===== config.mk =====
export PLATFORM = sky130hd
export DESIGN_NAME = baro_first_order
export DESIGN_NICKNAME = d
export VERILOG_FILES = /design/src/hdl/baro_pressure_temp_compensation_assert.svh /design/src/hdl/baro_pkg.sv /design/src/hdl/baro_first_order.sv
export SDC_FILE = /design/constraint.sdc
export NUM_CORES = 2
export LEC_CHECK = 0
export BUFFER_PORTS_ARGS = -buffer_cell sky130_fd_sc_hd__buf_2
export CAP_MARGIN = 40
export CORE_MARGIN = 3
export CORE_UTILIZATION = 35
export CTS_BUF_LIST = sky130_fd_sc_hd__clkbuf_4 sky130_fd_sc_hd__clkbuf_8
export DETAILED_ROUTE_END_ITERATION = 8
export SLEW_MARGIN = 20
export SYNTH_ARGS = -nofsm -noshare
export SYNTH_HDL_FRONTEND = slang
export SYNTH_SLANG_ARGS = --single-unit

===== constraint.sdc =====
create_clock -name clock -period 8.4 [get_ports clock]
set_input_delay 2.52 -clock clock [delete_from_list [all_inputs] [get_ports clock]]
set_output_delay 2.52 -clock clock [all_outputs]
set_load 0.1 [all_outputs]

===== src/hdl/baro_pressure_temp_compensation_assert.svh =====
// Assertion macros for the barometer compensation block.
// Used by the top level; bodies are empty when SYNTHESIS is defined.
`ifndef BARO_PRESSURE_TEMP_COMPENSATION_ASSERT_SVH
`define BARO_PRESSURE_TEMP_COMPENSATION_ASSERT_SVH
`ifndef SYNTHESIS
`define BARO_ASSERT_IMPLY(name, clk, rst, ante, cons) \
   name: assert property (@(posedge clk) disable iff (rst) (ante) |-> (cons)) \
      else $error("baro compensation: implication check failed");
`define BARO_ASSERT_NEXT(name, clk, rst, ante, cons) \
   name: assert property (@(posedge clk) disable iff (rst) (ante) |=> (cons)) \
      else $error("baro compensation: next-cycle check failed");
`else
`define BARO_ASSERT_IMPLY(name, clk, rst, ante, cons)
`define BARO_ASSERT_NEXT(name, clk, rst, ante, cons)
`endif
`endif


===== src/hdl/baro_pkg.sv =====
// Shared types and constants for the barometer compensation pipeline.
// No dependencies; used by every other file of the block but the assertion header.
`default_nettype none

package baro_pkg;

   localparam int TEMP_REF   = 2000;
   localparam int TEMP_LOW   = -1500;
   localparam int PIPE_DEPTH = 9;

   typedef logic        [23:0] raw_type;
   typedef logic        [15:0] cal_word_type;
   typedef logic signed [24:0] dt_type;
   typedef logic signed [41:0] prod_type;
   typedef logic signed [49:0] sq_type;
   typedef logic signed [19:0] temp_type;
   typedef logic        [17:0] t2_type;
   typedef logic signed [39:0] wide_type;
   typedef logic        [38:0] corr_type;
   typedef logic        [35:0] sqr_type;
   typedef logic signed [15:0] centi_type;
   typedef logic        [17:0] press_type;
   typedef logic        [43:0] plo_type;
   typedef logic signed [44:0] phi_type;
   typedef logic signed [64:0] full_type;
   typedef logic signed [43:0] quot_type;
   typedef logic signed [44:0] diff_type;

   localparam centi_type TEMP_SAT_MAX = 16'sh7FFF;
   localparam centi_type TEMP_SAT_MIN = 16'sh8000;
   localparam press_type PRESS_MAX    = 18'h3FFFF;

   typedef enum logic [2:0] {
      CSR_SENS_COEFF     = 3'd0,
      CSR_OFFSET_COEFF   = 3'd1,
      CSR_SENS_TEMPCO    = 3'd2,
      CSR_OFFSET_TEMPCO  = 3'd3,
      CSR_REF_TEMP_WORD  = 3'd4,
      CSR_TEMP_SENS_WORD = 3'd5,
      CSR_SCALE_MODE     = 3'd6
   } baro_csr_type;

   typedef struct packed {
      cal_word_type sens_coeff;
      cal_word_type offset_coeff;
      cal_word_type sens_tempco;
      cal_word_type offset_tempco;
      cal_word_type ref_temp_word;
      cal_word_type temp_sens_word;
      logic         scale_mode;
   } baro_cal_type;

   typedef struct packed {
      raw_type pressure_raw;
      raw_type temperature_raw;
   } baro_sample_type;

   // first-order terms, TEMP not yet corrected
   typedef struct packed {
      raw_type  d1;
      temp_type temp;
      wide_type off;
      wide_type sens;
      t2_type   t2;
   } baro_first_type;

   // fully corrected terms, temperature already saturated
   typedef struct packed {
      raw_type   d1;
      centi_type temperature_centi;
      wide_type  off;
      wide_type  sens;
   } baro_second_type;

   typedef struct packed {
      centi_type temperature_centi;
      press_type pressure_pa;
   } baro_result_type;

endpackage

`default_nettype wire


===== src/hdl/baro_first_order.sv =====
// Stages 1-3: dT, the first-order products and TEMP/OFF/SENS, plus dT^2 >> 31.
// Depends on baro_pkg.
`default_nettype none

module baro_first_order (
   input  logic                       clock,
   input  logic                       reset,
   input  baro_pkg::baro_cal_type     cal,
   input  logic                       in_valid,
   output logic                       in_ready,
   input  baro_pkg::baro_sample_type  in_data,
   output logic                       out_valid,
   input  logic                       out_ready,
   output baro_pkg::baro_first_type   out_data
);

   logic [2:0] valid_ff, valid_in, advance;

   // stage 1
   baro_pkg::dt_type   dt_ff, dt_in;
   baro_pkg::raw_type  d1_s1_ff;
   // stage 2
   baro_pkg::prod_type p6_ff, p6_in, p4_ff, p4_in, p3_ff, p3_in;
   baro_pkg::sq_type   dsq_ff, dsq_in;
   baro_pkg::raw_type  d1_s2_ff;
   logic signed [16:0] c6_s, c4_s, c3_s;
   // stage 3
   baro_pkg::temp_type temp_ff, temp_in;
   baro_pkg::wide_type off_ff, off_in, sens_ff, sens_in;
   baro_pkg::t2_type   t2_ff, t2_in;
   baro_pkg::raw_type  d1_s3_ff;
   logic [39:0]        off_base, sens_base;

   // advance a stage when it is empty or its successor moves
   always_comb begin
      advance[2] = !valid_ff[2] || out_ready;
      advance[1] = !valid_ff[1] || advance[2];
      advance[0] = !valid_ff[0] || advance[1];
      valid_in[0] = advance[0] ? in_valid    : valid_ff[0];
      valid_in[1] = advance[1] ? valid_ff[0] : valid_ff[1];
      valid_in[2] = advance[2] ? valid_ff[1] : valid_ff[2];
   end

   assign in_ready  = advance[0];
   assign out_valid = valid_ff[2];

   always_ff @(posedge clock) begin
      if (reset) begin
         valid_ff <= '0;
      end else begin
         valid_ff <= valid_in;
      end
   end

   // stage 1: dT = D2 - C5*256
   assign dt_in = baro_pkg::dt_type'({1'b0, in_data.temperature_raw})
                - baro_pkg::dt_type'({1'b0, cal.ref_temp_word, 8'h00});

   // stage 2: products with dT
   assign c6_s   = signed'({1'b0, cal.temp_sens_word});
   assign c4_s   = signed'({1'b0, cal.offset_tempco});
   assign c3_s   = signed'({1'b0, cal.sens_tempco});
   assign p6_in  = baro_pkg::prod_type'(dt_ff) * baro_pkg::prod_type'(c6_s);
   assign p4_in  = baro_pkg::prod_type'(dt_ff) * baro_pkg::prod_type'(c4_s);
   assign p3_in  = baro_pkg::prod_type'(dt_ff) * baro_pkg::prod_type'(c3_s);
   assign dsq_in = baro_pkg::sq_type'(dt_ff) * baro_pkg::sq_type'(dt_ff);

   // stage 3: scale and add the reference terms
   always_comb begin
      off_base  = cal.scale_mode ? {7'b0, cal.offset_coeff, 17'b0}
                                 : {8'b0, cal.offset_coeff, 16'b0};
      sens_base = cal.scale_mode ? {8'b0, cal.sens_coeff, 16'b0}
                                 : {9'b0, cal.sens_coeff, 15'b0};
      temp_in   = baro_pkg::temp_type'(baro_pkg::TEMP_REF)
                + baro_pkg::temp_type'(p6_ff >>> 23);
      off_in    = signed'(off_base)
                + baro_pkg::wide_type'(cal.scale_mode ? (p4_ff >>> 6) : (p4_ff >>> 7));
      sens_in   = signed'(sens_base)
                + baro_pkg::wide_type'(cal.scale_mode ? (p3_ff >>> 7) : (p3_ff >>> 8));
      // dT^2 is never negative and stays below 2^48
      t2_in     = dsq_ff[48:31];
   end

   always_ff @(posedge clock) begin
      if (advance[0]) begin
         dt_ff    <= dt_in;
         d1_s1_ff <= in_data.pressure_raw;
      end
      if (advance[1]) begin
         p6_ff    <= p6_in;
         p4_ff    <= p4_in;
         p3_ff    <= p3_in;
         dsq_ff   <= dsq_in;
         d1_s2_ff <= d1_s1_ff;
      end
      if (advance[2]) begin
         temp_ff  <= temp_in;
         off_ff   <= off_in;
         sens_ff  <= sens_in;
         t2_ff    <= t2_in;
         d1_s3_ff <= d1_s2_ff;
      end
   end

   assign out_data.d1   = d1_s3_ff;
   assign out_data.temp = temp_ff;
   assign out_data.off  = off_ff;
   assign out_data.sens = sens_ff;
   assign out_data.t2   = t2_ff;

endmodule

`default_nettype wire


# Yosys cells after proc, flatten, opt, wreduce, memory -nomap -nowiden
# Index checks and enable logic that the tools add are counted.
# classes
n_addsub	4
n_mul	4
div_mod_pow	0
n_lt_le_gt_ge	0
n_eq_ne	0
shift	0
muxes	4
bitwise_logic	0
n_reduce_logical	6
# ops
op	n
25-bit by 17-bit multiplier with 42-bit output	3
25-bit by 25-bit multiplier with 49-bit output	1
34-bit by 36-bit adder with 37-bit output	1
33-bit by 35-bit adder with 36-bit output	1
35-bit two-way mux	1
34-bit two-way mux	1
33-bit two-way mux	1
32-bit two-way mux	1
24-bit by 24-bit subtractor with 25-bit output	1
12-bit by 19-bit adder with 20-bit output, first input constant	1
1-bit zero test	3
1-bit logical OR	3
# totals
regBits	393
latchBits	0
ram_bits	0
romBits	0
inputBits	149
elab_cells	33
memories	0

# Depth between registers and ports, before layout
# depth
word_depth	4
depth_mapped	29
mapped_depth_nobuf	27

# Worst setup path after synthesis
# Ideal clock, no wire load.
# synth_path
kind	input-to-reg
startpoint	input port cal[3] in the netlist's numbering
endpoint	register p6_ff[36], data pin
arrival_ns	8.605
t_required_ns	8.142
setup_slack_ns	-0.463
cell_stages	24
path_cell_list	clkbuf_1 nand2_1 fa_1 inv_1 fa_1 inv_1 fa_1 inv_1 fa_1 inv_1 fa_1 inv_1 fa_1 ha_1 nand3_1 o221ai_1 a2111oi_2 a21oi_1 or3_4 a221o_1 o311a_1 o21a_1 nor2_2 xnor2_1
# synth_via
elab_chain_cells	1
# synth_rtl
element	line	text
start: declaration	baro_first_order.sv:8	input baro_pkg::baro_cal_type cal,
25-bit by 17-bit multiplier with 42-bit output	baro_first_order.sv:63	assign p6_in = baro_pkg::prod_type'(dt_ff) * baro_pkg::prod_type'(c6_s);
named net p6_in[36]	baro_first_order.sv:23	baro_pkg::prod_type p6_ff, p6_in, p4_ff, p4_in, p3_ff, p3_in;
end signal: assignment	baro_first_order.sv:90	p6_ff <= p6_in;
end: declaration	baro_first_order.sv:23	
# The timed path passes the listed nets, and every way through them passes these cells.
# A chain may end at the register's enable or synchronous reset.

# Worst setup path after layout
# Ends and elaborated chain as after synthesis.

==> flow_metrics.tcl <==
set metrics [dict create \
    finClkSkew_ns 0.0708 \
    pin_count 293 \
    crit_type "in -> reg" \
    grt_overflow 0 \
    drt-total-wl_mm 186 \
    crit_path_frequent_cell "fa_1" \
    synthTopCellsByArea "fa_1 47%, edfxtp_1 13%, inv_1 10%, ha_1 8.5%, and2_1 5.2%" \
    setup_violations 0 \
    gr-usage-met2_pct 30.3 \
    post-route-period-util_pct 97.9 \
    syn_avg_cell_area_um2 9.95 \
    synth-edff-count 316 \
    ys_seq_elements 319 \
    cp-start-kind "primary input" \
    final_nets 10400 \
    synth_top_area_share_pct 47.5 \
    max_freq_mhz 122 \
    grt_use_met3_pct 3.09 \
    outcome "completed" \
    hold_class "reg -> reg" \
    antenna_left 0 \
    grt_max_degree 86 \
    yosysSeqAreaShare_pct 12.8 \
    required_ns 8.93 \
    path_clk_slew_ns 0.06 \
    final_cell_mix "1994 x inv_1, 1766 x fa_1, 930 x nand2_1" \
    root_buffer "clkbuf_8" \
    crit_chain "clkbuf_4, buf_12, nand2_1, fa_1, inv_1, fa_1, inv_1, fa_1, fa_1, fa_1, inv_1, fa_1, ha_4, a211oi_4, nand2_2, a2111oi_4, buf_4, a21oi_2, or3_4, a221o_1, o311a_1, o21a_1, nor2_2, xnor2_1" \
    critPathArrivalTime_ns 8.75 \
    cts_max_level 3 \
    dp_hpwl_mm 155 \
    rsz0062_at_grt "no" \
    grt_pass1_vias 56900 \
    dr.first_iter.drc_count 2721 \
    slew_viol_final 0 \
    pre_cts_ws_ns -0.941 \
    coreArea_mm2 0.211 \
    grt_first_pass_wirelength_mm 307 \
    cts.sinks 319 \
    fin_crit_ns 8.22 \
    tightest_slew_ns 0.767 \
    maxCapViolCount 0 \
    syn_nets 9904 \
    critPathMaxFanout 8 \
    met1_usage_pct 23.6 \
    synth-async-reset-ratio_pct 0 \
    slew_headroom_pct 47.6 \
    vias 50400 \
    portBuffers 292 \
    drc 0 \
    cts_tree "done" \
    worst_slack_ns 0.180 \
    start_util_pct 35.4 \
    ys.flop_type "edfxtp_1" \
    synth.distinct_cells 72 \
    cp-end-kind "flip-flop" \
    gr-usage-all-layers_pct 17.8 \
    numCtsBuffers 68 \
    vias_per_cell 4.66 \
    area.growth.synth_to_final_pct 11.9 \
    grt-busiest-layer "met2" \
    final_util_pct 39.6 \
    synth_area_leader_cell "fa_1" \
    die_w_um 467 \
    synth_warnings 0 \
    clock_latency_ns 0.82 \
    syn-instance-count 7484 \
    routabilityCongestion 0.865 \
    clock_path_buffers 3 \
    firstDrtPassIters 5 \
    syn_area_mm2 0.0745 \
    drive_above_1_share_pct 11.9 \
    worst_path_largest_cell_delay_ns 0.56 \
    detail_route.wl_per_cell_um 17.2 \
    hold_buffers 0 \
    antenna_found_initial 31 \
    final_common_cell "inv_1" \
    die_y_um 467 \
    crit_slowest_cell "fa_1" \
    hold_viol 0 \
    num_rows 168 \
    dieArea_mm2 0.218 \
]
==> critical path, delay by kind of cell <==
kind	cells	cell delay, ns
compound gates	6	1.48
fa+ha+maj	7	3.34
xor+xnor	1	0.09
simple gates	4	0.65
buf+inv	6	0.65
==> area by class of cell <==
class | count | area, um2
well taps | 2805 | 3510
diodes | 14 | 35.0
flip-flops and latches | 319 | 9550
repair buffers | 718 | 5100
fillers | 20800 | 127000
clock inverters | 41 | 287
inverters | 1996 | 7500
clock buffers | 78 | 1010
multi-input cells | 4853 | 56400
==> cells by family (layout without fill, tap and decap cells) <==
family	Yosys count	in the layout	share of synthesized area, %
AOI/OAI and AO/OA	377	377	3.42
xor gates and xnor gates	192	192	2.26
adders and majority gates	2271	2271	55.9
buffers and inverters	2312	2833	11.7
DFF	319	319	12.8
muxes	102	102	1.52
other	0	14	0
and+or+nand+nor	1911	1911	12.4
==> final timing paths <==
check	start	end	slack, ns	cells past startpoint
setup / recovery	cal[3]	p6_ff[36]	0.18	24
setup reg to reg	dt_ff[8]	dsq_ff[46]	0.43	28
hold / removal	d1_s2_ff[16]	d1_s3_ff[16]	0.41	0
hold reg to reg	d1_s2_ff[16]	d1_s3_ff[16]	0.41	0
==> cell usage after synthesis, types with 8 or more instances <==
master        n
mux2i_1      11
nor2b_1      41
o21bai_1     15
o21ai_0      42
and3_1       24
nor2_1      130
xnor2_1     136
nand2b_1     18
and2_1      622
inv_1      1996
a21oi_1     109
a211oi_1     21
or3_1        14
nand4_1      19
ha_1        504
o21a_1       33
clkbuf_1    302
fa_1       1767
edfxtp_1    316
a21o_1       64
nand3_1      35
a2111oi_0    10
nor3_1       47
xor2_1       56
a31oi_1       8
mux2_2       91
nand2_1     937
==> repair_timing <==
item / 4_1_cts / 5_1_grt
hold endpoints to repair: 0 / 0
resized for setup: 1 / 28
pin swaps: 2 / 10
endpoints found under the setup margin: 1 / 26
setup buffers: 2 / 15
==> per-layer routing <==
| metal | up-vias | share of wire (%) | wire length, um |
|---|---|---|---|
| met4 | 10 | 2.3 | 4190 |
| met2 | 1226 | 49 | 91700 |
| li1 | 22900 | - | - |
| met1 | 26100 | 42 | 78800 |
| met3 | 252 | 6.1 | 11300 |
| met5 | - | 0.027 | 51 |
==> per-stage QoR <==
| step | instances | TNS (ns) | area [um2] | hold slack (ns) |
|---|---|---|---|---|
| 2_1_floorplan | 7484 | -0.277 | 74700 | 0.400 |
| 3_3_place_gp | 10700 | -22.71 | 81700 | 0.400 |
| 3_5_place_dp | 10700 | -25.99 | 81700 | 0.405 |
| 4_1_cts | 10800 | 0 | 83000 | 0.418 |
| 5_1_grt | 10800 | 0 | 83400 | 0.424 |
| 6_report | 10800 | 0 | 83400 | 0.414 |
==> sequential cells by signal, indices dropped and copies added, names as in the netlist, 24 cells and up <==
name and count:
d1_s1_ff 24, d1_s2_ff 24, d1_s3_ff 24, dt_ff 25, off_ff 37, p3_ff 35
p4_ff 36, sens_ff 36
Power is not shown: default switching activity piles up to over one toggle a cycle in this logic, so the estimate is an artifact.
