`config.mk`:
```
export PLATFORM = sky130hd
export DESIGN_NAME = baro_pressure
export DESIGN_NICKNAME = d
export VERILOG_FILES = /design/src/hdl/baro_pressure_temp_compensation_assert.svh /design/src/hdl/baro_pkg.sv /design/src/hdl/baro_pressure.sv
export SDC_FILE = /design/constraint.sdc
export NUM_CORES = 2
export LEC_CHECK = 0
export BUFFER_PORTS_ARGS = -buffer_cell sky130_fd_sc_hd__buf_2
export CAP_MARGIN = 20
export CORE_MARGIN = 2
export CORE_UTILIZATION = 34
export CTS_CLUSTER_DIAMETER = 80
export CTS_CLUSTER_SIZE = 12
export DETAILED_ROUTE_END_ITERATION = 12
export MAX_ROUTING_LAYER = met4
export PLACE_DENSITY = 0.52
export SLEW_MARGIN = 10
export SYNTH_ARGS = -nofsm -noshare
export SYNTH_HDL_FRONTEND = slang
export SYNTH_SLANG_ARGS = --single-unit
```
`constraint.sdc`:
```
create_clock -name clock -period 18.7 [get_ports clock]
set_input_delay 2.805 -clock clock [delete_from_list [all_inputs] [get_ports clock]]
set_output_delay 2.805 -clock clock [all_outputs]
set_load 0.05 [all_outputs]
```
`src/hdl/baro_pressure_temp_compensation_assert.svh`:
```
// Assertion macros for the barometer compensation block.
// Used by the top level; bodies are empty when SYNTHESIS is defined.
`ifndef BARO_PRESSURE_TEMP_COMPENSATION_ASSERT_SVH
`define BARO_PRESSURE_TEMP_COMPENSATION_ASSERT_SVH
`ifndef SYNTHESIS
`define BARO_ASSERT_IMPLY(name, clk, rst, ante, cons) \
   name: assert property (@(posedge clk) disable iff (rst) (ante) |-> (cons)) \
      else $error("baro compensation: implication check failed");
`define BARO_ASSERT_NEXT(name, clk, rst, ante, cons) \
   name: assert property (@(posedge clk) disable iff (rst) (ante) |=> (cons)) \
      else $error("baro compensation: next-cycle check failed");
`else
`define BARO_ASSERT_IMPLY(name, clk, rst, ante, cons)
`define BARO_ASSERT_NEXT(name, clk, rst, ante, cons)
`endif
`endif

```
`src/hdl/baro_pkg.sv`:
```
// Shared types and constants for the barometer compensation pipeline.
// No dependencies; used by every other file of the block but the assertion header.
`default_nettype none

package baro_pkg;

   localparam int TEMP_REF   = 2000;
   localparam int TEMP_LOW   = -1500;
   localparam int PIPE_DEPTH = 9;

   typedef logic        [23:0] raw_type;
   typedef logic        [15:0] cal_word_type;
   typedef logic signed [24:0] dt_type;
   typedef logic signed [41:0] prod_type;
   typedef logic signed [49:0] sq_type;
   typedef logic signed [19:0] temp_type;
   typedef logic        [17:0] t2_type;
   typedef logic signed [39:0] wide_type;
   typedef logic        [38:0] corr_type;
   typedef logic        [35:0] sqr_type;
   typedef logic signed [15:0] centi_type;
   typedef logic        [17:0] press_type;
   typedef logic        [43:0] plo_type;
   typedef logic signed [44:0] phi_type;
   typedef logic signed [64:0] full_type;
   typedef logic signed [43:0] quot_type;
   typedef logic signed [44:0] diff_type;

   localparam centi_type TEMP_SAT_MAX = 16'sh7FFF;
   localparam centi_type TEMP_SAT_MIN = 16'sh8000;
   localparam press_type PRESS_MAX    = 18'h3FFFF;

   typedef enum logic [2:0] {
      CSR_SENS_COEFF     = 3'd0,
      CSR_OFFSET_COEFF   = 3'd1,
      CSR_SENS_TEMPCO    = 3'd2,
      CSR_OFFSET_TEMPCO  = 3'd3,
      CSR_REF_TEMP_WORD  = 3'd4,
      CSR_TEMP_SENS_WORD = 3'd5,
      CSR_SCALE_MODE     = 3'd6
   } baro_csr_type;

   typedef struct packed {
      cal_word_type sens_coeff;
      cal_word_type offset_coeff;
      cal_word_type sens_tempco;
      cal_word_type offset_tempco;
      cal_word_type ref_temp_word;
      cal_word_type temp_sens_word;
      logic         scale_mode;
   } baro_cal_type;

   typedef struct packed {
      raw_type pressure_raw;
      raw_type temperature_raw;
   } baro_sample_type;

   // first-order terms, TEMP not yet corrected
   typedef struct packed {
      raw_type  d1;
      temp_type temp;
      wide_type off;
      wide_type sens;
      t2_type   t2;
   } baro_first_type;

   // fully corrected terms, temperature already saturated
   typedef struct packed {
      raw_type   d1;
      centi_type temperature_centi;
      wide_type  off;
      wide_type  sens;
   } baro_second_type;

   typedef struct packed {
      centi_type temperature_centi;
      press_type pressure_pa;
   } baro_result_type;

endpackage

`default_nettype wire

```
`src/hdl/baro_pressure.sv`:
```
// Stages 7-9: P = ((D1*SENS >> 21) - OFF) >> 15 with clamping; stage 9 is the output register.
// Depends on baro_pkg.
`default_nettype none

module baro_pressure (
   input  logic                       clock,
   input  logic                       reset,
   input  logic                       in_valid,
   output logic                       in_ready,
   input  baro_pkg::baro_second_type  in_data,
   output logic                       out_valid,
   input  logic                       out_ready,
   output baro_pkg::baro_result_type  out_data
);

   logic [2:0] valid_ff, valid_in, advance;

   // stage 7: D1*SENS as two partial products
   baro_pkg::plo_type   lo_ff, lo_in;
   baro_pkg::phi_type   hi_ff, hi_in;
   baro_pkg::wide_type  off_s7_ff;
   baro_pkg::centi_type centi_s7_ff;
   // stage 8
   baro_pkg::full_type  full_sum;
   baro_pkg::quot_type  q_ff, q_in;
   baro_pkg::wide_type  off_s8_ff;
   baro_pkg::centi_type centi_s8_ff;
   // stage 9
   baro_pkg::diff_type  diff;
   baro_pkg::press_type pa_ff, pa_in;
   baro_pkg::centi_type centi_s9_ff;

   always_comb begin
      advance[2] = !valid_ff[2] || out_ready;
      advance[1] = !valid_ff[1] || advance[2];
      advance[0] = !valid_ff[0] || advance[1];
      valid_in[0] = advance[0] ? in_valid    : valid_ff[0];
      valid_in[1] = advance[1] ? valid_ff[0] : valid_ff[1];
      valid_in[2] = advance[2] ? valid_ff[1] : valid_ff[2];
   end

   assign in_ready  = advance[0];
   assign out_valid = valid_ff[2];

   always_ff @(posedge clock) begin
      if (reset) begin
         valid_ff <= '0;
      end else begin
         valid_ff <= valid_in;
      end
   end

   // low 20 bits of SENS unsigned, upper 20 bits signed
   assign lo_in = baro_pkg::plo_type'(in_data.d1) * baro_pkg::plo_type'(in_data.sens[19:0]);
   assign hi_in = baro_pkg::phi_type'(signed'({1'b0, in_data.d1}))
                * baro_pkg::phi_type'(signed'(in_data.sens[39:20]));

   // recombine and drop 21 bits
   always_comb begin
      full_sum = (baro_pkg::full_type'(hi_ff) <<< 20)
               + baro_pkg::full_type'(signed'({1'b0, lo_ff}));
      q_in     = baro_pkg::quot_type'(full_sum >>> 21);
   end

   // subtract OFF, drop 15 bits, clamp to the 18-bit range
   always_comb begin
      diff = baro_pkg::diff_type'(q_ff) - baro_pkg::diff_type'(off_s8_ff);
      priority if (diff[44]) begin
         pa_in = '0;
      end else if (|diff[43:33]) begin
         pa_in = baro_pkg::PRESS_MAX;
      end else begin
         pa_in = diff[32:15];
      end
   end

   always_ff @(posedge clock) begin
      if (advance[0]) begin
         lo_ff       <= lo_in;
         hi_ff       <= hi_in;
         off_s7_ff   <= in_data.off;
         centi_s7_ff <= in_data.temperature_centi;
      end
      if (advance[1]) begin
         q_ff        <= q_in;
         off_s8_ff   <= off_s7_ff;
         centi_s8_ff <= centi_s7_ff;
      end
      if (advance[2]) begin
         pa_ff       <= pa_in;
         centi_s9_ff <= centi_s8_ff;
      end
   end

   assign out_data.temperature_centi = centi_s9_ff;
   assign out_data.pressure_pa       = pa_ff;

endmodule

`default_nettype wire

```
# --- After elaboration in Yosys (flattened, before gate mapping) ---
# Cells that the tools add are included.
# W data, S select, Z words.
word_totals:
  reg_bits: 282
  elab_cells: 24
  output_inout_bits: 36
op_classes:
  addsub: 2
  multipliers: 2
  reduce_logical: 7
  muxes: 1
ops:
  columns: ["cell", "count"]
  rows:
  - ["$add A65 B45 Y65", 1]
  - ["$mul A25 B20 Y45", 1]
  - ["$sub A44 B40 Y45", 1]
  - ["$mul A25 B20 Y44", 1]
  - ["$mux W18", 1]
  - ["$reduce_or A11 Y1", 1]
  - ["$logic_not A1 Y1", 3]
  - ["$logic_or A1 B1 Y1", 3]

# --- Logic depth before layout (Yosys ltp) ---
depth:
  depth_word: 4
  mapped_depth: 28

# --- Worst setup path after synthesis ---
# Ideal clock, no wire load.
synth_timing:
  path_type: "in2reg"
  start: "input port in_data[106] in the netlist's numbering"
  end: "register hi_ff[43], data pin"
  setup_slack_ns: 9.590
  path_buffers: 2
  arrival_time_ns: 8.847
  setup_time_ns: 0.264
  stages: 25
  t_required_ns: 18.436
  cell_sequence: "clkbuf_1 and2_1 fa_1 fa_1 inv_1 fa_1 inv_1 fa_1 fa_1 fa_1 inv_1 fa_1 inv_1 ha_1 clkbuf_1 a21oi_1 o21ai_0 a31oi_1 nand2_1 a221oi_2 o41ai_1 a21oi_1 o21ai_1 a221oi_1 xnor2_1"
synth_via:
  elab_chain_cells: 1
synth_rtl:
  columns: ["item", "line", "text"]
  rows:
  - ["start: declaration", "baro_pressure.sv:10", "input baro_pkg::baro_second_type in_data,"]
  - ["$mul A25 B20 Y45", "baro_pressure.sv:56", "* baro_pkg::phi_type'(signed'(in_data.sens[39:20]));"]
  - ["named net hi_in[43]", "baro_pressure.sv:20", "baro_pkg::phi_type hi_ff, hi_in;"]
  - ["end signal: assignment", "baro_pressure.sv:80", "hi_ff <= hi_in;"]
  - ["end: declaration", "baro_pressure.sv:20", null]
# The timed path passes the listed nets, and every way through them passes these cells.
# A chain may end at the register's enable or synchronous reset.

# --- Final worst setup path ---
layout_timing:
  start: "input port in_data[107] in the netlist's numbering"
  end: "register hi_ff[40], data pin"
# Same word-level chain as after synthesis.

==> impl_metrics.tcl <==
set metrics [dict create \
    cts_root_buffer "sky130_fd_sc_hd__clkbuf_16" \
    cts_tree "done" \
    crit_path_max_fanout 40 \
    synthDominantAreaCellType "sky130_fd_sc_hd__fa_1" \
    post_synth_instance_area_um2 43600 \
    detailedRoute.firstIterationViolations 1434 \
    drt-vias-per-instance 4.81 \
    cts-htree-levels 1 \
    detail_route.drc_violations 0 \
    crit_arrival_ns 10.38 \
    synth_enable_flop_cells 259 \
    place_hpwl_um 87300 \
    timing_worst_setup_path_type "primary input to flip-flop" \
    core_area_um2 128000 \
    synth.avg_cell_area_um2 9.78 \
    largest_net_degree_at_the_start_of_global_routing 66 \
    die_h_um 362 \
    synthSimpleGateAreaFrac_pct 15.1 \
    timing.max_slew.rel_slack_pct 26.4 \
    synth_async_sr_flop_share_pct 0 \
    design.die.area_um2 131000 \
    ys_seq_elements 262 \
    result_of_the_run "complete, no violations" \
    nets 5802 \
    clock_path_buffers 3 \
    global_route.peak_usage_layer "met2" \
    yosysTopAreaCellShare_pct 36.1 \
    num_vias 29600 \
    ys_top_cells_by_area "sky130_fd_sc_hd__fa_1 36%, sky130_fd_sc_hd__edfxtp_1 18%, sky130_fd_sc_hd__ha_1 12%" \
    finalWirelength_um 111000 \
    layout_worst_path_cycle_share_pct 54.0 \
    place.port_buffers 159 \
    finalClockSkew_ns 0.0377 \
    rsz_0062_raised_after_global_routing "false" \
    number_of_global_route_vias_before_repair 32200 \
    worst-slew-pin-transition_ns 1.09 \
    wl_per_cell_um 17.9 \
    gr-usage-met2_pct 29.4 \
    synth_top_family_by_area "adder cells" \
    die-width_um 362 \
    initial_core_util_pct 34.2 \
    clkTransAtPathRegs_ns 0.06 \
    synth_sequential_area_ratio_pct 18.0 \
    area_delta_synth_final_pct 7.09 \
    worstSkewPairLatency_ns 0.57 \
    timing_hold_violations_final 0 \
    hold_buffers 0 \
    gp_congestion 0.860 \
    totalNegativeSetupSlack_ns 0 \
    cts_made_buffers 27 \
    yosys.area_share.adder_pct 48.1 \
    syn_inst 4460 \
    xor_and_xnor_area_share_after_synthesis_pct 2.65 \
    synth.lib_cells_used.distinct 84 \
    timing.fmax_mhz 99.1 \
    drive_above_1_share_pct 5.30 \
    critPathCaptureType "flip-flop" \
    max_cap_violations 0 \
    setup_viol 0 \
    synth-main-ff-cell "sky130_fd_sc_hd__edfxtp_1" \
    cp_data_required_time_ns 18.99 \
    grt_overflow_total 0 \
    post_cts_buffers 0 \
    timing.final.crit_period_ns 10.09 \
    gr-usage-met1_pct 23.4 \
    post_cts_resize_count 0 \
    rows 131 \
    use_met3_pct 2.53 \
    synth.mux.area_fraction_pct 0.0717 \
    grt_util_all_layers_pct 17.8 \
    ant_nets 0 \
    number_of_clock_sinks 262 \
    compound_cell_area_share_of_the_yosys_netlist_pct 6.23 \
    finalMaxSlewViolations 0 \
    global_route_wire_length_before_repair_um 179000 \
    yosysWarnings 0 \
    syn-num-nets 5789 \
    min_path_type "flip-flop to flip-flop" \
    floorplan.io_pins 160 \
    antenna_violations_before_repair 13 \
    drt_pass1_iterations 5 \
    critPathLaunchType "primary input" \
]
cell type report:
cell class / instances / area (um2)
Fill cell: 13000 / 80800
Multi-Input combinational cell: 3055 / 31500
Sequential cell: 262 / 7840
Inverter: 945 / 3550
Tap cell: 1662 / 2080
Timing Repair Buffer: 182 / 968
Clock buffer: 39 / 721
Clock inverter: 4 / 48.8
Antenna cell: 9 / 22.5
per-layer routing:
metal / share of wire [%] / vias up
li1: - / 13800
met1: 46 / 15100
met2: 47 / 590
met3: 5.0 / 122
met4: 1.9 / 0
met5: 0 / -
final timing paths:
kind,from,end,slack [ns],cells after the start
max reg2reg,q_ff[27],pa_ff[8],14.93,10
min reg2reg,centi_s8_ff[7],centi_s9_ff[7],0.42,0
min,centi_s8_ff[7],centi_s9_ff[7],0.42,0
max,in_data[107],hi_ff[40],8.61,22
synth_stat cells, types with 4 or more instances:
master,count
sky130_fd_sc_hd__fa_1,786
sky130_fd_sc_hd__xnor2_1,84
sky130_fd_sc_hd__o21bai_1,9
sky130_fd_sc_hd__o21ai_0,72
sky130_fd_sc_hd__buf_2,4
sky130_fd_sc_hd__a21oi_1,122
sky130_fd_sc_hd__nor2_1,99
sky130_fd_sc_hd__a211oi_1,17
sky130_fd_sc_hd__xor2_1,48
sky130_fd_sc_hd__o211ai_1,9
sky130_fd_sc_hd__o21ai_1,6
sky130_fd_sc_hd__edfxtp_1,259
sky130_fd_sc_hd__nand2b_1,37
sky130_fd_sc_hd__nand2_1,520
sky130_fd_sc_hd__and4_1,9
sky130_fd_sc_hd__nor2b_1,19
sky130_fd_sc_hd__a31oi_1,11
sky130_fd_sc_hd__nand3_1,37
sky130_fd_sc_hd__or3_1,4
sky130_fd_sc_hd__nor4_1,7
sky130_fd_sc_hd__o31ai_1,4
sky130_fd_sc_hd__and3_1,12
sky130_fd_sc_hd__nor3_1,19
sky130_fd_sc_hd__clkbuf_1,190
sky130_fd_sc_hd__inv_1,945
sky130_fd_sc_hd__o2111ai_1,4
sky130_fd_sc_hd__a21o_1,63
sky130_fd_sc_hd__ha_1,419
sky130_fd_sc_hd__o21a_1,40
sky130_fd_sc_hd__nand4_1,27
sky130_fd_sc_hd__a21boi_0,5
sky130_fd_sc_hd__and2_1,487
cell usage in the layout, fill, tap and decap left out, types with 4 or more instances in the layout:
master                      count
sky130_fd_sc_hd__ha_1         419
sky130_fd_sc_hd__o21a_1        40
sky130_fd_sc_hd__clkbuf_16     27
sky130_fd_sc_hd__nor2b_1       19
sky130_fd_sc_hd__a21oi_1      122
sky130_fd_sc_hd__a21boi_0       5
sky130_fd_sc_hd__buf_2        159
sky130_fd_sc_hd__nor2_1        99
sky130_fd_sc_hd__a211oi_1      17
sky130_fd_sc_hd__and3_1        12
sky130_fd_sc_hd__nand2b_1      37
sky130_fd_sc_hd__and4_1         9
sky130_fd_sc_hd__nand4_1       27
sky130_fd_sc_hd__nand3_1       37
sky130_fd_sc_hd__edfxtp_1     259
sky130_fd_sc_hd__nor4_1         7
sky130_fd_sc_hd__nor3_1        19
sky130_fd_sc_hd__a21o_1        63
sky130_fd_sc_hd__a31oi_1       11
sky130_fd_sc_hd__o211ai_1       9
sky130_fd_sc_hd__diode_2        9
sky130_fd_sc_hd__o21bai_1       9
sky130_fd_sc_hd__o31ai_1        4
sky130_fd_sc_hd__xnor2_1       84
sky130_fd_sc_hd__o2111ai_1      4
sky130_fd_sc_hd__inv_1        944
sky130_fd_sc_hd__xor2_1        48
sky130_fd_sc_hd__o21ai_0       72
sky130_fd_sc_hd__and2_1       487
sky130_fd_sc_hd__o21ai_1        6
sky130_fd_sc_hd__nand2_1      519
sky130_fd_sc_hd__or3_1          4
sky130_fd_sc_hd__fa_1         786
sky130_fd_sc_hd__buf_4         23
sky130_fd_sc_hd__clkbuf_1      12
kinds of logic after synthesis:
kind of cell,Yosys count
AND/OR/NAND/NOR,1299
adder cells (fa/ha/maj),1205
buffers and inverters,1143
AO/OA/AOI/OAI,416
flip-flops,262
XOR/XNOR,132
multiplexers,3
critical path: stages:
cell	delay, ns
sky130_fd_sc_hd__buf_2	0.73
sky130_fd_sc_hd__and2_1	0.25
sky130_fd_sc_hd__fa_1	0.45
sky130_fd_sc_hd__fa_1	0.53
sky130_fd_sc_hd__inv_1	0.05
sky130_fd_sc_hd__fa_1	0.47
sky130_fd_sc_hd__inv_1	0.05
sky130_fd_sc_hd__fa_1	0.48
sky130_fd_sc_hd__fa_1	0.51
sky130_fd_sc_hd__fa_1	0.50
sky130_fd_sc_hd__inv_1	0.05
sky130_fd_sc_hd__fa_1	0.48
sky130_fd_sc_hd__inv_1	0.04
sky130_fd_sc_hd__ha_1	0.42
sky130_fd_sc_hd__nand4_1	0.16
sky130_fd_sc_hd__o41ai_1	0.96
sky130_fd_sc_hd__a21oi_1	0.36
sky130_fd_sc_hd__o211ai_1	0.33
sky130_fd_sc_hd__nand3_1	0.14
sky130_fd_sc_hd__and3b_1	0.26
sky130_fd_sc_hd__o21ai_0	0.21
sky130_fd_sc_hd__xor2_1	0.09
state kept, by name, indices dropped and copies added (netlist names):
| signal | flops |
|---|---|
| hi_ff | 45 |
| q_ff | 44 |
| off_s7_ff | 40 |
| off_s8_ff | 40 |
| lo_ff | 24 |
| pa_ff | 18 |
| centi_s7_ff | 16 |
| centi_s8_ff | 16 |
| centi_s9_ff | 16 |
| valid_ff | 3 |
stage by stage:
stage	util, %	instances	setup slack, ns	hold slack, ns	area [um2]
floorplan	-	4460	9.59	0.400	43600
global placement	36.0	6106	8.19	0.401	45900
detailed placement	36.0	6106	8.05	0.405	45900
CTS	36.6	6149	8.62	0.419	46700
global route	36.6	6158	8.29	0.422	46700
finish	36.6	6158	8.61	0.418	46700
Power is left out: the tool's default activity adds up to more than one toggle a clock period on the data nets, which glitch-free logic cannot reach.
