<file path="config.mk">
export PLATFORM = sky130hd
export DESIGN_NAME = baro_second_order
export DESIGN_NICKNAME = d
export VERILOG_FILES = /design/src/hdl/baro_pressure_temp_compensation_assert.svh /design/src/hdl/baro_pkg.sv /design/src/hdl/baro_second_order.sv
export SDC_FILE = /design/constraint.sdc
export NUM_CORES = 2
export LEC_CHECK = 0
export BUFFER_PORTS_ARGS = -buffer_cell sky130_fd_sc_hd__buf_2
export CAP_MARGIN = 5
export CORE_ASPECT_RATIO = 0.75
export CORE_MARGIN = 2
export CORE_UTILIZATION = 65
export DETAILED_ROUTE_END_ITERATION = 10
export PLACE_DENSITY_LB_ADDON = 0.1
export SYNTH_ARGS = -nofsm -noshare
export SYNTH_HDL_FRONTEND = slang
export SYNTH_SLANG_ARGS = --single-unit
</file>
<file path="constraint.sdc">
create_clock -name clock -period 24.8 [get_ports clock]
set_clock_uncertainty 0.15 [all_clocks]
set_input_delay 3.72 -clock clock [delete_from_list [all_inputs] [get_ports clock]]
set_output_delay 3.72 -clock clock [all_outputs]
set_load 0.005 [all_outputs]
</file>
<file path="src/hdl/baro_pressure_temp_compensation_assert.svh">
// Assertion macros for the barometer compensation block.
// Used by the top level; bodies are empty when SYNTHESIS is defined.
`ifndef BARO_PRESSURE_TEMP_COMPENSATION_ASSERT_SVH
`define BARO_PRESSURE_TEMP_COMPENSATION_ASSERT_SVH
`ifndef SYNTHESIS
`define BARO_ASSERT_IMPLY(name, clk, rst, ante, cons) \
   name: assert property (@(posedge clk) disable iff (rst) (ante) |-> (cons)) \
      else $error("baro compensation: implication check failed");
`define BARO_ASSERT_NEXT(name, clk, rst, ante, cons) \
   name: assert property (@(posedge clk) disable iff (rst) (ante) |=> (cons)) \
      else $error("baro compensation: next-cycle check failed");
`else
`define BARO_ASSERT_IMPLY(name, clk, rst, ante, cons)
`define BARO_ASSERT_NEXT(name, clk, rst, ante, cons)
`endif
`endif

</file>
<file path="src/hdl/baro_pkg.sv">
// Shared types and constants for the barometer compensation pipeline.
// No dependencies; used by every other file of the block but the assertion header.
`default_nettype none

package baro_pkg;

   localparam int TEMP_REF   = 2000;
   localparam int TEMP_LOW   = -1500;
   localparam int PIPE_DEPTH = 9;

   typedef logic        [23:0] raw_type;
   typedef logic        [15:0] cal_word_type;
   typedef logic signed [24:0] dt_type;
   typedef logic signed [41:0] prod_type;
   typedef logic signed [49:0] sq_type;
   typedef logic signed [19:0] temp_type;
   typedef logic        [17:0] t2_type;
   typedef logic signed [39:0] wide_type;
   typedef logic        [38:0] corr_type;
   typedef logic        [35:0] sqr_type;
   typedef logic signed [15:0] centi_type;
   typedef logic        [17:0] press_type;
   typedef logic        [43:0] plo_type;
   typedef logic signed [44:0] phi_type;
   typedef logic signed [64:0] full_type;
   typedef logic signed [43:0] quot_type;
   typedef logic signed [44:0] diff_type;

   localparam centi_type TEMP_SAT_MAX = 16'sh7FFF;
   localparam centi_type TEMP_SAT_MIN = 16'sh8000;
   localparam press_type PRESS_MAX    = 18'h3FFFF;

   typedef enum logic [2:0] {
      CSR_SENS_COEFF     = 3'd0,
      CSR_OFFSET_COEFF   = 3'd1,
      CSR_SENS_TEMPCO    = 3'd2,
      CSR_OFFSET_TEMPCO  = 3'd3,
      CSR_REF_TEMP_WORD  = 3'd4,
      CSR_TEMP_SENS_WORD = 3'd5,
      CSR_SCALE_MODE     = 3'd6
   } baro_csr_type;

   typedef struct packed {
      cal_word_type sens_coeff;
      cal_word_type offset_coeff;
      cal_word_type sens_tempco;
      cal_word_type offset_tempco;
      cal_word_type ref_temp_word;
      cal_word_type temp_sens_word;
      logic         scale_mode;
   } baro_cal_type;

   typedef struct packed {
      raw_type pressure_raw;
      raw_type temperature_raw;
   } baro_sample_type;

   // first-order terms, TEMP not yet corrected
   typedef struct packed {
      raw_type  d1;
      temp_type temp;
      wide_type off;
      wide_type sens;
      t2_type   t2;
   } baro_first_type;

   // fully corrected terms, temperature already saturated
   typedef struct packed {
      raw_type   d1;
      centi_type temperature_centi;
      wide_type  off;
      wide_type  sens;
   } baro_second_type;

   typedef struct packed {
      centi_type temperature_centi;
      press_type pressure_pa;
   } baro_result_type;

endpackage

`default_nettype wire

</file>
<file path="src/hdl/baro_second_order.sv">
// Stages 4-6: low-temperature correction of TEMP, OFF and SENS, TEMP saturation.
// Depends on baro_pkg.
`default_nettype none

module baro_second_order (
   input  logic                       clock,
   input  logic                       reset,
   input  logic                       in_valid,
   output logic                       in_ready,
   input  baro_pkg::baro_first_type   in_data,
   output logic                       out_valid,
   input  logic                       out_ready,
   output baro_pkg::baro_second_type  out_data
);

   logic [2:0] valid_ff, valid_in, advance;

   // stage 4
   baro_pkg::temp_type a_diff, b_diff;
   baro_pkg::wide_type a_sq, b_sq;
   baro_pkg::sqr_type  t_ff, t_in, u_ff, u_in;
   logic               cold_s4_ff, cold_in, frigid_ff, frigid_in;
   baro_pkg::temp_type temp_s4_ff;
   baro_pkg::wide_type off_s4_ff, sens_s4_ff;
   baro_pkg::t2_type   t2_s4_ff;
   baro_pkg::raw_type  d1_s4_ff;
   // stage 5
   baro_pkg::corr_type t5, u7, u11;
   baro_pkg::corr_type off2_ff, off2_in, sens2_ff, sens2_in;
   logic               cold_s5_ff;
   baro_pkg::temp_type temp_s5_ff;
   baro_pkg::wide_type off_s5_ff, sens_s5_ff;
   baro_pkg::t2_type   t2_s5_ff;
   baro_pkg::raw_type  d1_s5_ff;
   // stage 6
   baro_pkg::temp_type  temp_adj;
   baro_pkg::centi_type centi_ff, centi_in;
   baro_pkg::wide_type  off_s6_ff, off_in, sens_s6_ff, sens_in;
   baro_pkg::raw_type   d1_s6_ff;

   always_comb begin
      advance[2] = !valid_ff[2] || out_ready;
      advance[1] = !valid_ff[1] || advance[2];
      advance[0] = !valid_ff[0] || advance[1];
      valid_in[0] = advance[0] ? in_valid    : valid_ff[0];
      valid_in[1] = advance[1] ? valid_ff[0] : valid_ff[1];
      valid_in[2] = advance[2] ? valid_ff[1] : valid_ff[2];
   end

   assign in_ready  = advance[0];
   assign out_valid = valid_ff[2];

   always_ff @(posedge clock) begin
      if (reset) begin
         valid_ff <= '0;
      end else begin
         valid_ff <= valid_in;
      end
   end

   // stage 4: distances from the two temperature knees, squared
   always_comb begin
      a_diff    = in_data.temp - baro_pkg::temp_type'(baro_pkg::TEMP_REF);
      b_diff    = in_data.temp - baro_pkg::temp_type'(baro_pkg::TEMP_LOW);
      a_sq      = baro_pkg::wide_type'(a_diff) * baro_pkg::wide_type'(a_diff);
      b_sq      = baro_pkg::wide_type'(b_diff) * baro_pkg::wide_type'(b_diff);
      t_in      = a_sq[35:0];
      u_in      = b_sq[35:0];
      cold_in   = in_data.temp < baro_pkg::temp_type'(baro_pkg::TEMP_REF);
      frigid_in = in_data.temp < baro_pkg::temp_type'(baro_pkg::TEMP_LOW);
   end

   // stage 5: OFF2 = 2.5t (+ 7u), SENS2 = 1.25t (+ 5.5u), all by shift, add and subtract
   always_comb begin
      t5       = {1'b0, t_ff, 2'b00} + baro_pkg::corr_type'(t_ff);
      u7       = {u_ff, 3'b000} - baro_pkg::corr_type'(u_ff);
      u11      = {u_ff, 3'b000} + {2'b00, u_ff, 1'b0} + baro_pkg::corr_type'(u_ff);
      off2_in  = {1'b0, t5[38:1]} + (frigid_ff ? u7 : '0);
      sens2_in = {2'b00, t5[38:2]} + (frigid_ff ? {1'b0, u11[38:1]} : '0);
   end

   // stage 6: apply the corrections below the reference, then saturate TEMP
   always_comb begin
      temp_adj = cold_s5_ff ? temp_s5_ff - baro_pkg::temp_type'({2'b00, t2_s5_ff})
                            : temp_s5_ff;
      off_in   = cold_s5_ff ? off_s5_ff - baro_pkg::wide_type'({1'b0, off2_ff})
                            : off_s5_ff;
      sens_in  = cold_s5_ff ? sens_s5_ff - baro_pkg::wide_type'({1'b0, sens2_ff})
                            : sens_s5_ff;
      priority if ((&temp_adj[19:15]) || !(|temp_adj[19:15])) begin
         centi_in = temp_adj[15:0];
      end else if (temp_adj[19]) begin
         centi_in = baro_pkg::TEMP_SAT_MIN;
      end else begin
         centi_in = baro_pkg::TEMP_SAT_MAX;
      end
   end

   always_ff @(posedge clock) begin
      if (advance[0]) begin
         t_ff       <= t_in;
         u_ff       <= u_in;
         cold_s4_ff <= cold_in;
         frigid_ff  <= frigid_in;
         temp_s4_ff <= in_data.temp;
         off_s4_ff  <= in_data.off;
         sens_s4_ff <= in_data.sens;
         t2_s4_ff   <= in_data.t2;
         d1_s4_ff   <= in_data.d1;
      end
      if (advance[1]) begin
         off2_ff    <= off2_in;
         sens2_ff   <= sens2_in;
         cold_s5_ff <= cold_s4_ff;
         temp_s5_ff <= temp_s4_ff;
         off_s5_ff  <= off_s4_ff;
         sens_s5_ff <= sens_s4_ff;
         t2_s5_ff   <= t2_s4_ff;
         d1_s5_ff   <= d1_s4_ff;
      end
      if (advance[2]) begin
         centi_ff   <= centi_in;
         off_s6_ff  <= off_in;
         sens_s6_ff <= sens_in;
         d1_s6_ff   <= d1_s5_ff;
      end
   end

   assign out_data.d1                = d1_s6_ff;
   assign out_data.temperature_centi = centi_ff;
   assign out_data.off               = off_s6_ff;
   assign out_data.sens              = sens_s6_ff;

endmodule

`default_nettype wire

</file>
After elaboration in Yosys (flattened, before gate mapping)
Index checks and enable logic that the tools add are counted.
{"block": "word_totals", "out_inout_bits": 122, "input_bits": 146, "register_bits": 560, "elab_cells": 56}
{"block": "op_classes", "n_mul": 2, "add_sub_neg": 11, "muxes": 7, "order_cmp": 2, "reduce_logical": 10}
{"op": "40-bit two-way mux", "count": 2}
{"op": "40-bit subtractor", "count": 2}
{"op": "20-bit by 20-bit multiplier with 36-bit output", "count": 2}
{"op": "20-bit by 12-bit < comparator with 1-bit output (second input constant)", "count": 2}
{"op": "20-bit by 12-bit subtractor with 20-bit output (second input constant)", "count": 2}
{"op": "37-bit by 38-bit adder with 39-bit output", "count": 1}
{"op": "38-bit by 36-bit adder with 39-bit output", "count": 1}
{"op": "38-bit by 39-bit adder with 39-bit output", "count": 1}
{"op": "39-bit by 36-bit adder with 39-bit output", "count": 1}
{"op": "39-bit by 37-bit adder with 39-bit output", "count": 1}
{"op": "39-bit two-way mux", "count": 1}
{"op": "39-bit by 36-bit subtractor with 39-bit output", "count": 1}
{"op": "38-bit two-way mux", "count": 1}
{"op": "16-bit two-way mux", "count": 2}
{"op": "20-bit two-way mux", "count": 1}
{"op": "20-bit by 19-bit subtractor with 20-bit output", "count": 1}
{"op": "5-bit AND reduction", "count": 1}
{"op": "5-bit OR reduction", "count": 1}
{"op": "1-bit zero test", "count": 4}
{"op": "1-bit logical OR", "count": 4}

Depth between registers and ports, before layout
{"block": "depth", "depth_word": 6, "mapped_depth": 36, "depth_no_buf": 33}

Worst setup path before layout
No wires, ideal clock.
{"block": "synth_path", "kind": "input-to-reg", "startpoint": "in in_data[102] in the netlist's numbering", "endpoint": "reg t_ff[32], data pin", "cell_stages": 33, "setup_ns": 0.259, "required_time_ns": 24.391, "path_buffers": 4, "arrival_time_ns": 12.014, "path_slack_ns": 12.377, "cell_sequence": "clkbuf_1 > inv_1 > clkbuf_1 > ha_1 > inv_1 > and3_1 > and3_1 > a2111oi_0 > xnor2_1 > inv_2 > clkbuf_1 > nand2_1 > fa_1 > fa_1 > inv_1 > fa_1 > fa_1 > inv_1 > fa_1 > fa_1 > inv_1 > fa_1 > ha_1 > clkbuf_1 > nand4_1 > o31ai_1 > nor3_1 > o31ai_1 > nand3_1 > a31o_2 > o2111ai_1 > a21oi_1 > xnor2_1"}
{"block": "synth_between", "elab_chain_cells": 2}
{"item": "from (decl)", "line": "baro_second_order.sv:10", "rtl": "input baro_pkg::baro_first_type in_data,"}
{"item": "20-bit by 12-bit subtractor with 20-bit output", "line": "baro_second_order.sv:63", "rtl": "a_diff = in_data.temp - baro_pkg::temp_type'(baro_pkg::TEMP_REF);"}
{"item": "20-bit by 20-bit multiplier with 36-bit output", "line": "baro_second_order.sv:65", "rtl": "a_sq = baro_pkg::wide_type'(a_diff) * baro_pkg::wide_type'(a_diff);"}
{"item": "net a_sq[32]", "line": "baro_second_order.sv:20", "rtl": "baro_pkg::wide_type a_sq, b_sq;"}
{"item": "to (signal assigned)", "line": "baro_second_order.sv:101", "rtl": "t_ff <= t_in;"}
{"item": "to (decl)", "line": "baro_second_order.sv:21", "rtl": "baro_pkg::sqr_type t_ff, t_in, u_ff, u_in;"}
The timed path passes the listed nets, and every way through them passes these cells.
A chain may end at the register's enable or synchronous reset.

Worst setup path after layout
{"block": "layout_path", "startpoint": "in in_data[100] in the netlist's numbering", "endpoint": "reg u_ff[34], data pin"}
{"block": "layout_between", "elab_chain_cells": 2}
{"item": "20-bit by 12-bit subtractor with 20-bit output", "line": "baro_second_order.sv:64", "rtl": "b_diff = in_data.temp - baro_pkg::temp_type'(baro_pkg::TEMP_LOW);"}
{"item": "20-bit by 20-bit multiplier with 36-bit output", "line": "baro_second_order.sv:66", "rtl": "b_sq = baro_pkg::wide_type'(b_diff) * baro_pkg::wide_type'(b_diff);"}
{"item": "net b_sq[34]", "line": "baro_second_order.sv:20"}
{"item": "to (signal assigned)", "line": "baro_second_order.sv:102", "rtl": "u_ff <= u_in;"}
{"item": "to (decl)", "line": "baro_second_order.sv:21"}
The timed path passes the listed nets, and every way through them passes these cells.

==> results.md <==
- Status: complete, no violations
- Setup violators final: 0
- Critical Path RT: 25.02 ns
- Slew HR: 0.275
- Crit end category: flop
- Initial antenna violation count: 0
- Synth Flop Type: edfxtp_1
- Post-synthesis sequential area ratio: 0.288
- Cell count after synthesis: 5576
- Synthesis-to-layout area growth: 8.27%
- Critical Path AT: 13.56 ns
- Vias in the first global route: 40700
- Cts-stage hold buffer count: 0
- Syn_area_per_cell: between 10 and 15 um^2
- Hold WC Path Type: flop to flop
- Die ar.: 91200 um^2
- Mapped Nets: 6935
- Total Routed Length: between 100000 and 150000 um
- Area after DPL: 60500 um^2
- Worst slew pin tran: ~1.1 ns
- Commonest non-fill, non-tap cell in the layout: inv_1
- Largest net degree at the start of global routing: 78
- CTS tree: yes
- Inserted Clock Buffers: between 50 and 60
- Design area: between 60000 and 70000 um^2
- Filler instances: approximately 6500
- Root Buffer: clkbuf_16
- Synth warnings: 0
- Final #Nets: around 7200
- IO Port Bufs: 267
- Post-synth ARST share: 0
- Detailed-placement wirelength estimate: 113000 um
- Mapped cell area: between 50000 and 60000 um^2
- Critical path class: input port to flop
- CTS sink count: 554
- Hold slack: 0.264 ns
- Starting Density: 0.657
- Post-synth EDFFs: 551
- Setup Buffers After CTS: 0
- Max Freq: 75.0 MHz
- Remaining DRCs: 0
- Post-route antenna net violation count: 0
- Worst skew pair latency: 0.64 ns
- Wire length per cell: 20.0 um
- Die width: ~350 um
- Most frequent cells in the layout: inv_1, fa_1, edfxtp_1, ha_1, nor2_1
- CTS clk-pin slew, worst paths: 0.06 ns
- Setup_tns: 0 ns
- Placed cell count: around 6900
- Io pins: 268
- Netlist cell types: 87
- Startpoint class of the critical path: input port
- Core ar.: 87900 um^2
- Final hold viol count: 0
- Max cap viols: 0
- Initial DRC Count: between 3000 and 4000
- Drt first pass iters: 6
- First-pass GRT wire length: between 200000 and 250000 um
- Post-CTS Resized: 0
- Total track usage: 0.312
- Clock tree buffer depth: 3
- Max Slew Vio Count: 0
- Crit-path slowest cell: xor2_1
- Crit-path max cell delay: 0.73 ns
- Final cycle utilization of the critical path: 0.538
- Unrepaired setup endpoints after global routing: no
- Total vias in the final route: 40200
- Routability cong.: 0.959
- Number of vias per cell: 5.71
- Register bit count reported by yosys: between 500 and 600
- Non-filler cells, final: a little over 7000
- GRT overflow: 0
- Worst-path maximum fanout: 27
- H-tree depth: 2
- Num rows: 94
- Layout cells sized above 1: 0.0857
- Chip Height: 262 um
- Final Critical Period: ~13 ns
[metrics by stage]
step                setup slack (ns)  utilization
CTS                            11.60        0.711
finish                         11.46        0.711
detailed placement             10.95        0.689
global placement               11.14        0.689
floorplan                      12.38            -
global route                   10.97        0.711
[final timing paths]
kind                                         startpoint                       to  slack [ns]  depth (start not counted)
worst min-delay path            off_s4_ff[16]$_DFFE_PP_  off_s5_ff[16]$_DFFE_PP_        0.26                          0
worst max-delay path                       in_data[100]       u_ff[34]$_DFFE_PP_       11.46                         35
worst max register to register        u_ff[4]$_DFFE_PP_   sens2_ff[38]$_DFFE_PP_       18.45                         20
worst min register to register  off_s4_ff[16]$_DFFE_PP_  off_s5_ff[16]$_DFFE_PP_        0.26                          0
[per-layer routing]
metal  track usage  up-vias  part of all wire
met5             0        -                 0
met4        0.0659        0             0.022
met3        0.0622      187             0.085
met2         0.494     1439              0.45
met1         0.451    19600              0.45
li1              -    19000                 -
[registers in the layout (all words and copies together), names as in the netlist, 16 cells and up]
register and count:
centi_ff 16, d1_s4_ff 24, d1_s5_ff 24, d1_s6_ff 24, off2_ff 39, off_s4_ff 40, off_s5_ff 40, off_s6_ff 40
sens2_ff 38, sens_s4_ff 40, sens_s5_ff 40, sens_s6_ff 40, t2_s4_ff 18, t2_s5_ff 18, t_ff 35, temp_s4_ff 19
temp_s5_ff 20, u_ff 33
[cell type report]
type	count	area, um^2	area share
antenna	1	2.50	0.0000400
clock buffer	76	1560	0.0250
clock inverter	30	440	0.00705
inverter	1118	4210	0.0673
multi-input combinational	3806	36600	0.585
sequential	554	16600	0.266
tap	1152	1440	0.0231
timing repair buffer	309	1650	0.0264
[logic make-up after synthesis]
kind of cell,count (synthesis),share of synthesized area
fa+ha+maj,1213,0.359
flops,554,0.288
other cells,1,0.0000650
xor+xnor,354,0.0541
mux,60,0.0115
simple gates,1183,0.0958
compound gates,995,0.112
buf+inv,1216,0.0792
[synth_stat cells (all sizes together), types with 49 or more instances]
cell type,instances,area share
mux2,49,0.0096
xnor2,252,0.039
xor2,102,0.015
o21bai,52,0.0068
and2,79,0.0086
ha,471,0.10
edfxtp,551,0.29
nand2b,63,0.0068
nor2,369,0.024
fa,742,0.26
a21o,129,0.017
nand3,52,0.0045
nand2,357,0.023
clkbuf,84,0.0055
inv,1113,0.072
o21ai,177,0.015
a21oi,322,0.028
nor3,70,0.0062
o21a,65,0.0085
[worst max-delay path: cells and delay by family]
kind / cells / cell delay [ns]
AOI/OAI and AO/OA: 9 / 2.61
xor gates and xnor gates: 2 / 0.81
adders and majority gates: 9 / 4.12
buffers and inverters: 10 / 1.39
and+or+nand+nor: 5 / 0.88
Power is left out: the tool's default activity adds up to more than one toggle a clock period on the data nets, which glitch-free logic cannot reach.
